<file path="config.mk">
export PLATFORM = sky130hd
export DESIGN_NAME = mandelbrot_escape_time_pixel_top
export DESIGN_NICKNAME = d
export VERILOG_FILES = /design/src/mep_pkg.sv /design/src/mep_mul.sv /design/src/mep_core.sv /design/src/mandelbrot_escape_time_pixel_top.sv
export SDC_FILE = /design/constraint.sdc
export NUM_CORES = 2
export LEC_CHECK = 0
export ABC_CLOCK_PERIOD_IN_PS = 9690
export BUFFER_PORTS_ARGS = -buffer_cell sky130_fd_sc_hd__buf_2
export CAP_MARGIN = 5
export CORE_ASPECT_RATIO = 0.8
export CORE_MARGIN = 1.5
export CORE_UTILIZATION = 50
export DETAILED_ROUTE_END_ITERATION = 8
export GPL_ROUTABILITY_DRIVEN = 0
export GPL_TIMING_DRIVEN = 0
export PLACE_DENSITY = 0.71
export SETUP_SLACK_MARGIN = 0.05
export SYNTH_ARGS = -nofsm -noshare
export SYNTH_HDL_FRONTEND = slang
export SYNTH_HIERARCHICAL = 1
export SYNTH_SLANG_ARGS = --single-unit
</file>
<file path="constraint.sdc">
create_clock -name clk -period 9.69 [get_ports clk]
set_clock_uncertainty 0.15 [all_clocks]
set_input_delay 0.969 -clock clk [delete_from_list [all_inputs] [get_ports clk]]
set_output_delay 0.969 -clock clk [all_outputs]
set_load 0.01 [all_outputs]
</file>
<file path="src/mep_pkg.sv">
// Shared types, constants and fixed-point helpers for the escape-time pixel block.
package mep_pkg;

  localparam int FRAC_BITS = 28;
  localparam int COORD_BITS = 12;
  localparam int ITER_W = 12;
  localparam int COLOR_W = 8;
  localparam int CFG_ADDR_W = 3;
  localparam int CFG_DATA_W = 32;
  localparam int PROD_W = 64;
  localparam int SH_W = PROD_W - FRAC_BITS;

  localparam logic [CFG_ADDR_W-1:0] CFG_CENTER_X = 3'd0;
  localparam logic [CFG_ADDR_W-1:0] CFG_CENTER_Y = 3'd1;
  localparam logic [CFG_ADDR_W-1:0] CFG_STEP_X = 3'd2;
  localparam logic [CFG_ADDR_W-1:0] CFG_STEP_Y = 3'd3;
  localparam logic [CFG_ADDR_W-1:0] CFG_MAX_ITER = 3'd4;
  localparam logic [CFG_ADDR_W-1:0] CFG_ESC_RSQ = 3'd5;

  localparam logic signed [31:0] RST_CENTER_X = -32'sd201326592;
  localparam logic signed [31:0] RST_CENTER_Y = 32'sd0;
  localparam logic [30:0] RST_STEP_X = 31'd671089;
  localparam logic [30:0] RST_STEP_Y = 31'd671089;
  localparam logic [ITER_W-1:0] RST_MAX_ITER = 12'd240;
  localparam logic [30:0] RST_ESC_RSQ = 31'd1073741824;

  localparam logic signed [PROD_W-1:0] SAT_MAX = 64'sh0000_0000_7FFF_FFFF;
  localparam logic signed [PROD_W-1:0] SAT_MIN = 64'shFFFF_FFFF_8000_0000;

  typedef struct packed {
    logic signed [31:0] center_x;
    logic signed [31:0] center_y;
    logic [30:0]        step_x;
    logic [30:0]        step_y;
    logic [ITER_W-1:0]  max_iter;
    logic [30:0]        esc_rsq;
  } cfg_t;

  typedef struct packed {
    logic              escaped;
    logic [ITER_W-1:0] iter_count;
  } res_t;

  // Clamp a wide signed value to the signed 32-bit range.
  function automatic logic signed [31:0] sat32(input logic signed [PROD_W-1:0] v);
    logic signed [31:0] r;
    if (v > SAT_MAX) begin
      r = 32'sh7FFF_FFFF;
    end else if (v < SAT_MIN) begin
      r = 32'sh8000_0000;
    end else begin
      r = v[31:0];
    end
    return r;
  endfunction

  // Residue mod 255 of a 15-bit value: 256 is 1 mod 255, so the two bytes are folded.
  function automatic logic [COLOR_W-1:0] mod255(input logic [14:0] x);
    logic [8:0] s;
    s = 9'(x[14:8]) + 9'(x[7:0]);
    if (s >= 9'd255) begin
      s = s - 9'd255;
    end
    return s[7:0];
  endfunction

endpackage

</file>
<file path="src/mep_mul.sv">
// Shared signed 32x32 multiplier with a registered product.
module mep_mul (
  input  logic                              clk,
  input  logic signed [31:0]                a,
  input  logic signed [31:0]                b,
  output logic signed [mep_pkg::PROD_W-1:0] p_r
);

  logic signed [mep_pkg::PROD_W-1:0] p_nxt;

  assign p_nxt = 64'(a) * 64'(b);

  always_ff @(posedge clk) begin
    p_r <= p_nxt;
  end

endmodule

</file>
<file path="src/mep_core.sv">
// Sequencer and orbit datapath that drive the shared multiplier for one pixel.
module mep_core #(
  parameter int COORD_BITS = mep_pkg::COORD_BITS
) (
  input  logic                              clk,
  input  logic                              rst_n,
  input  logic                              start,
  input  logic signed [COORD_BITS-1:0]      dx,
  input  logic signed [COORD_BITS-1:0]      dy,
  input  mep_pkg::cfg_t                     cfg,
  output logic signed [31:0]                mul_a,
  output logic signed [31:0]                mul_b,
  input  logic signed [mep_pkg::PROD_W-1:0] mul_p,
  output logic                              idle,
  output logic                              res_valid,
  output mep_pkg::res_t                     res,
  input  logic                              res_ready
);

  localparam logic [3:0] S_IDLE = 4'd0;
  localparam logic [3:0] S_CX   = 4'd1;
  localparam logic [3:0] S_CY   = 4'd2;
  localparam logic [3:0] S_CI   = 4'd3;
  localparam logic [3:0] S_UPD  = 4'd4;
  localparam logic [3:0] S_SQR  = 4'd5;
  localparam logic [3:0] S_SQI  = 4'd6;
  localparam logic [3:0] S_CRS  = 4'd7;
  localparam logic [3:0] S_TST  = 4'd8;
  localparam logic [3:0] S_DONE = 4'd9;

  localparam int SH_W = mep_pkg::SH_W;
  localparam int IW = mep_pkg::ITER_W;

  logic [3:0] state_r, state_nxt;
  logic signed [COORD_BITS-1:0] dx_r, dx_nxt, dy_r, dy_nxt;
  logic signed [31:0] cr_r, cr_nxt, ci_r, ci_nxt;
  logic signed [31:0] zr_r, zr_nxt, zi_r, zi_nxt;
  logic signed [SH_W-1:0] rr_r, rr_nxt, ii_r, ii_nxt, ri_r, ri_nxt;
  logic [IW-1:0] n_r, n_nxt;
  logic esc_r, esc_nxt;

  logic signed [SH_W-1:0] p_sh;
  logic signed [SH_W:0]   mag_sq;
  logic                   over;

  // Arithmetic shift of the product floors toward minus infinity.
  assign p_sh = mul_p[mep_pkg::PROD_W-1:mep_pkg::FRAC_BITS];
  assign mag_sq = (SH_W+1)'(rr_r) + (SH_W+1)'(ii_r);
  assign over = mag_sq > signed'((SH_W+1)'({1'b0, cfg.esc_rsq}));

  always_comb begin
    case (state_r)
      S_CX: begin
        mul_a = 32'(dx_r);
        mul_b = signed'({1'b0, cfg.step_x});
      end
      S_CY: begin
        mul_a = 32'(dy_r);
        mul_b = signed'({1'b0, cfg.step_y});
      end
      S_SQR: begin
        mul_a = zr_r;
        mul_b = zr_r;
      end
      S_SQI: begin
        mul_a = zi_r;
        mul_b = zi_r;
      end
      default: begin
        mul_a = zr_r;
        mul_b = zi_r;
      end
    endcase
  end

  always_comb begin
    state_nxt = state_r;
    dx_nxt = dx_r;
    dy_nxt = dy_r;
    cr_nxt = cr_r;
    ci_nxt = ci_r;
    zr_nxt = zr_r;
    zi_nxt = zi_r;
    rr_nxt = rr_r;
    ii_nxt = ii_r;
    ri_nxt = ri_r;
    n_nxt = n_r;
    esc_nxt = esc_r;
    case (state_r)
      S_IDLE: begin
        if (start) begin
          dx_nxt = dx;
          dy_nxt = dy;
          state_nxt = S_CX;
        end
      end
      S_CX: begin
        state_nxt = S_CY;
      end
      S_CY: begin
        cr_nxt = mep_pkg::sat32(64'(cfg.center_x) + mul_p);
        state_nxt = S_CI;
      end
      S_CI: begin
        ci_nxt = mep_pkg::sat32(64'(cfg.center_y) + mul_p);
        // The orbit starts at zero, so all three products start at zero.
        rr_nxt = '0;
        ii_nxt = '0;
        ri_nxt = '0;
        n_nxt = '0;
        esc_nxt = 1'b0;
        if (cfg.max_iter == '0) begin
          state_nxt = S_DONE;
        end else begin
          state_nxt = S_UPD;
        end
      end
      S_UPD: begin
        zr_nxt = mep_pkg::sat32(64'(rr_r) - 64'(ii_r) + 64'(cr_r));
        zi_nxt = mep_pkg::sat32(64'(ri_r) + 64'(ri_r) + 64'(ci_r));
        state_nxt = S_SQR;
      end
      S_SQR: begin
        state_nxt = S_SQI;
      end
      S_SQI: begin
        rr_nxt = p_sh;
        state_nxt = S_CRS;
      end
      S_CRS: begin
        ii_nxt = p_sh;
        state_nxt = S_TST;
      end
      S_TST: begin
        ri_nxt = p_sh;
        if (over) begin
          esc_nxt = 1'b1;
          state_nxt = S_DONE;
        end else if (n_r + IW'(1) == cfg.max_iter) begin
          n_nxt = '0;
          state_nxt = S_DONE;
        end else begin
          n_nxt = n_r + IW'(1);
          state_nxt = S_UPD;
        end
      end
      S_DONE: begin
        if (res_ready) begin
          state_nxt = S_IDLE;
        end
      end
      default: begin
        state_nxt = S_IDLE;
      end
    endcase
  end

  always_ff @(posedge clk) begin
    if (!rst_n) begin
      state_r <= S_IDLE;
    end else begin
      state_r <= state_nxt;
    end
  end

  always_ff @(posedge clk) begin
    dx_r <= dx_nxt;
    dy_r <= dy_nxt;
    cr_r <= cr_nxt;
    ci_r <= ci_nxt;
    zr_r <= zr_nxt;
    zi_r <= zi_nxt;
    rr_r <= rr_nxt;
    ii_r <= ii_nxt;
    ri_r <= ri_nxt;
    n_r <= n_nxt;
    esc_r <= esc_nxt;
  end

  assign idle = (state_r == S_IDLE);
  assign res_valid = (state_r == S_DONE);
  assign res.escaped = esc_r;
  assign res.iter_count = n_r;

endmodule

</file>
<file path="src/mandelbrot_escape_time_pixel_top.sv">
// Escape-time pixel evaluator: configuration registers, stream ports and result register.
//
// Each accepted pixel offset is mapped to c = center + offset * step and the orbit
// z = z*z + c is iterated from zero until |z|^2 exceeds the squared escape radius or
// max_iter steps have run. All arithmetic goes through one registered 32x32 multiplier
// that forms three products per orbit step, so each step runs through the states S_UPD,
// S_SQR, S_SQI, S_CRS and S_TST. A pixel runs k steps (k = iter_count + 1 on escape,
// k = max_iter otherwise); the next pixel is taken once the result has moved into the
// output register, which holds it until it is transferred. Configuration must be written
// only while no pixel is in flight; the block itself does not enforce it.
module mandelbrot_escape_time_pixel_top #(
  parameter int COORD_BITS = mep_pkg::COORD_BITS,
  localparam int IN_W = ((2 * COORD_BITS + 7) / 8) * 8
) (
  input  logic                                clk,
  input  logic                                rst_n,
  input  logic                                in_tvalid,
  output logic                                in_tready,
  input  logic [IN_W-1:0]                     in_tdata,   // pixel_dx, pixel_dy
  output logic                                out_tvalid,
  input  logic                                out_tready,
  output logic [39:0]                         out_tdata,  // iter_count, red, green, blue
  output logic                                out_tuser,  // escaped
  input  logic                                cfg_we,
  input  logic [mep_pkg::CFG_ADDR_W-1:0]      cfg_addr,
  input  logic [mep_pkg::CFG_DATA_W-1:0]      cfg_wdata
);

  mep_pkg::cfg_t cfg_r, cfg_nxt;
  mep_pkg::res_t res;
  logic          res_valid, res_ready, core_idle;
  logic signed [31:0] mul_a, mul_b;
  logic signed [mep_pkg::PROD_W-1:0] mul_p;

  logic        out_valid_r, out_valid_nxt;
  logic        out_esc_r;
  logic [mep_pkg::ITER_W-1:0]  out_iter_r;
  logic [mep_pkg::COLOR_W-1:0] out_red_r, out_green_r, out_blue_r;
  logic [14:0] iter_w;

  always_comb begin
    cfg_nxt = cfg_r;
    if (cfg_we) begin
      case (cfg_addr)
        mep_pkg::CFG_CENTER_X: cfg_nxt.center_x = signed'(cfg_wdata);
        mep_pkg::CFG_CENTER_Y: cfg_nxt.center_y = signed'(cfg_wdata);
        mep_pkg::CFG_STEP_X:   cfg_nxt.step_x = cfg_wdata[30:0];
        mep_pkg::CFG_STEP_Y:   cfg_nxt.step_y = cfg_wdata[30:0];
        mep_pkg::CFG_MAX_ITER: cfg_nxt.max_iter = cfg_wdata[mep_pkg::ITER_W-1:0];
        mep_pkg::CFG_ESC_RSQ:  cfg_nxt.esc_rsq = cfg_wdata[30:0];
        default: cfg_nxt = cfg_r;
      endcase
    end
  end

  always_ff @(posedge clk) begin
    if (!rst_n) begin
      cfg_r.center_x <= mep_pkg::RST_CENTER_X;
      cfg_r.center_y <= mep_pkg::RST_CENTER_Y;
      cfg_r.step_x <= mep_pkg::RST_STEP_X;
      cfg_r.step_y <= mep_pkg::RST_STEP_Y;
      cfg_r.max_iter <= mep_pkg::RST_MAX_ITER;
      cfg_r.esc_rsq <= mep_pkg::RST_ESC_RSQ;
    end else begin
      cfg_r <= cfg_nxt;
    end
  end

  mep_mul u_mul (
    .clk (clk),
    .a   (mul_a),
    .b   (mul_b),
    .p_r (mul_p)
  );

  mep_core #(
    .COORD_BITS (COORD_BITS)
  ) u_core (
    .clk       (clk),
    .rst_n     (rst_n),
    .start     (in_tvalid && in_tready),
    .dx        (signed'(in_tdata[COORD_BITS-1:0])),
    .dy        (signed'(in_tdata[2*COORD_BITS-1:COORD_BITS])),
    .cfg       (cfg_r),
    .mul_a     (mul_a),
    .mul_b     (mul_b),
    .mul_p     (mul_p),
    .idle      (core_idle),
    .res_valid (res_valid),
    .res       (res),
    .res_ready (res_ready)
  );

  assign in_tready = core_idle;
  assign res_ready = !out_valid_r || out_tready;

  // The count is zero when the point never escapes, so the colors come out zero too.
  assign iter_w = 15'(res.iter_count);

  always_comb begin
    out_valid_nxt = out_valid_r;
    if (out_valid_r && out_tready) begin
      out_valid_nxt = 1'b0;
    end
    if (res_valid && res_ready) begin
      out_valid_nxt = 1'b1;
    end
  end

  always_ff @(posedge clk) begin
    if (!rst_n) begin
      out_valid_r <= 1'b0;
    end else begin
      out_valid_r <= out_valid_nxt;
    end
  end

  always_ff @(posedge clk) begin
    if (res_valid && res_ready) begin
      out_esc_r <= res.escaped;
      out_iter_r <= res.iter_count;
      out_red_r <= mep_pkg::mod255(iter_w * 15'd4);
      out_green_r <= mep_pkg::mod255(iter_w * 15'd5);
      out_blue_r <= mep_pkg::mod255(iter_w * 15'd6);
    end
  end

  assign out_tvalid = out_valid_r;
  assign out_tuser = out_esc_r;
  assign out_tdata = {4'd0, out_blue_r, out_green_r, out_red_r, out_iter_r};

endmodule

</file>
==> flow_metrics.py <==
metrics = {
    "yosys": {
        "synth_area_leaders": "fa_1, edfxtp_1, ha_1, inv_1, dfxtp_1",
        "synth_seq_area_share_pct": 18.5,
        "ys.flop_type": "edfxtp_1",
        "syn_area_um2": 76300,
        "synth-seq-cells": 548,
        "yosys.area.top_type_share_pct": 29.6,
        "ys_warn_count": 6,
        "synthTopCellsByCount": "inv_1, nand2_1, fa_1, and2_1, ha_1",
        "synth.avg_cell_area_um2": 8.97,
        "ys_types": 113,
        "ys_async_sr_fraction_pct": 0,
        "synth_cells": 8504,
        "synth.most_common_cell": "inv_1",
        "synth_top_area_cell": "fa_1",
        "synth_edf_count": 310,
    },
    "status": {
        "violations": "DRC, setup timing",
        "status": "finished, violations left",
    },
    "worst_setup_path": {
        "crit_path_top_delay_cell": "a222oi_1",
        "cp_max_fo": 10,
        "cp_data_arrival_time_ns": 10.10,
        "max_stage_delay_ns": 0.73,
        "path_common_cell": "fa_1",
        "cp-start-kind": "flip-flop",
        "end_kind": "flip-flop",
        "path_class": "reg2reg",
        "crit_required_ns": 10.08,
    },
    "global_routing": {
        "grt_overflow": 0,
        "track_usage_pct": 34.9,
        "grt_pass1_vias": 63300,
        "grt_pass1_wl_um": 403000,
        "antenna_found_initial": 27,
        "grt_max_degree": 42,
    },
    "floorplan": {
        "fp.dieArea_um2": 155000,
        "dieHeight_um": 352,
        "fp.dieW_um": 440,
        "initial_core_util_pct": 50.6,
        "core_area_um2": 151000,
        "rows": 127,
        "ios": 107,
    },
    "drt": {
        "wire_per_inst_um": 25.3,
        "num_vias": 65800,
        "drtIter0Drc": 9215,
        "firstDrtPassIters": 9,
        "drc": 15,
        "ant_nets": 0,
        "viasPerCell": 6.09,
        "wl_um": 273000,
    },
    "sta": {
        "fin_ws_ns": -0.0205,
        "worstMarginPinSlew_ns": 1.31,
        "max_clock_freq_mhz": 103,
        "setup_viol": 2,
        "report.final.slew_viol_count": 0,
        "fin_crit_ns": 9.71,
        "finalCritPeriodShare_pct": 100,
        "hold_viol_final": 0,
        "setup_tns_ns": -0.0265,
        "slew_headroom_pct": 10.1,
        "rsz0062_at_grt": "true",
    },
    "final_layout": {
        "fill_cells": 13300,
        "syn_to_final_growth_pct": 9.27,
        "final_nets": 10400,
        "drive_gt1_share_pct": 8.34,
        "final_core_util_pct": 55.3,
    },
    "placed_design": {
        "port_buffers": 101,
        "place_ws_ns": -2.26,
        "dp_hpwl_um": 222000,
    },
    "clock_tree": {
        "clock-sinks": 548,
        "cts_root_buf": "clkbuf_16",
        "cts_tree": "built",
        "clock_path_buffers": 3,
        "clk_pin_slew_ns": 0.06,
        "cts-buffers-inserted": 53,
        "htree_levels": 2,
        "clk_latency_ns": 0.66,
    },
    "worst_hold_path": {
        "hold_path_class": "reg2reg",
    },
    "flow_run": {
        "maxCapViolations": 0,
    },
}
through the flow:
stage / hold slack, ns / instances / cell area, um2
floorplan: 0.290 / 8507 / 76300
global placement: 0.301 / 10600 / 79300
detailed placement: 0.307 / 10600 / 79500
CTS: 0.315 / 10800 / 82400
global route: 0.335 / 10800 / 83300
finish: 0.315 / 10800 / 83300
critical path, delay by kind of cell (launching register included):
family,cells,cell delay [ns]
adders and majority gates,9,4.41
buffers and inverters,11,1.63
DFF,1,0.35
and+or+nand+nor,8,1.42
AOI/OAI and AO/OA,6,1.65
metal layers:
layer	vias to the layer above	track usage, %	routed length, um
met5	-	0.806	331
met4	22	14.8	14700
met3	852	14.5	44900
met2	4618	47.3	107000
met1	32000	48.5	106000
li1	28300	-	-
registers in the layout, indices dropped and copies added (netlist names), 12 cells and up:
| name | count |
|---|---|
| u_core/n_r | 12 |
| u_core/dx_r | 12 |
| u_core/rr_r | 36 |
| u_core/dy_r | 12 |
| u_core/zi_r | 32 |
| cfg_r | 169 |
| out_iter_r | 12 |
| u_core/ii_r | 36 |
| u_core/ri_r | 36 |
| u_core/zr_r | 32 |
| u_mul/p_r | 64 |
| u_core/cr_r | 32 |
| u_core/ci_r | 32 |
path summary, 6_finish.rpt:
check | start | endpoint | slack (ns) | cells past startpoint
worst max-delay path | u_core/state_r[0]$_SDFFE_PN0P_ | u_mul/p_r[57]$_DFF_P_ | -0.02 | 34
worst min-delay path | cfg_r[72]$_SDFFE_PN0P_ | cfg_r[72]$_SDFFE_PN0P_ | 0.32 | 2
worst max register to register | u_core/state_r[0]$_SDFFE_PN0P_ | u_mul/p_r[57]$_DFF_P_ | -0.02 | 34
worst min register to register | cfg_r[72]$_SDFFE_PN0P_ | cfg_r[72]$_SDFFE_PN0P_ | 0.32 | 2
cell type report:
type	instances	area (um2)	share of cell area, %
inverters	1271	4790	5.75
flip-flops and latches	548	14100	16.9
diodes	14	35.0	0.0420
clock inverters	24	191	0.230
repair buffers	197	1450	1.74
clock buffers	76	1630	1.96
plain buffers	408	2120	2.55
multi-input cells	6263	56500	67.8
well taps	1999	2500	3.00
cell usage in the layout, fill, tap and decap left out, drive strengths merged, types with 52 or more instances in the layout:
cell type	count
nor4	65
o211ai	90
and3	76
o21bai	52
and2	616
inv	1271
nand2	1186
a21boi	157
fa	1127
clkbuf	410
ha	503
nand2b	59
nand3	131
nor3	83
xor2	127
a21oi	374
nor2	317
dfxtp	238
o21a	61
a21o	169
buf	271
nand4	73
xnor2	185
o21ai	275
edfxtp	310
what timing repair did:
item,in CTS,in global routing
cloned,0,2
hold buffers,0,0
setup endpoints to repair,49,31
buffers inserted,34,42
gates resized for setup,327,255
pin swaps,33,74
kinds of logic (layout without fill, tap and decap cells):
group                      Yosys count  after routing  share of synthesized area [%]
adders and majority gates         1630           1630                           37.8
muxes                               29             29                          0.400
AOI/OAI and AO/OA                 1517           1517                           13.5
DFF                                548            548                           18.5
buffers and inverters             1696           1976                           8.42
other                                1             18                        0.00492
xor gates and xnor gates           313            313                           3.61
and+or+nand+nor                   2770           2770                           17.8
Power is not shown: default switching activity piles up to over one toggle a cycle in this logic, so the estimate is an artifact.
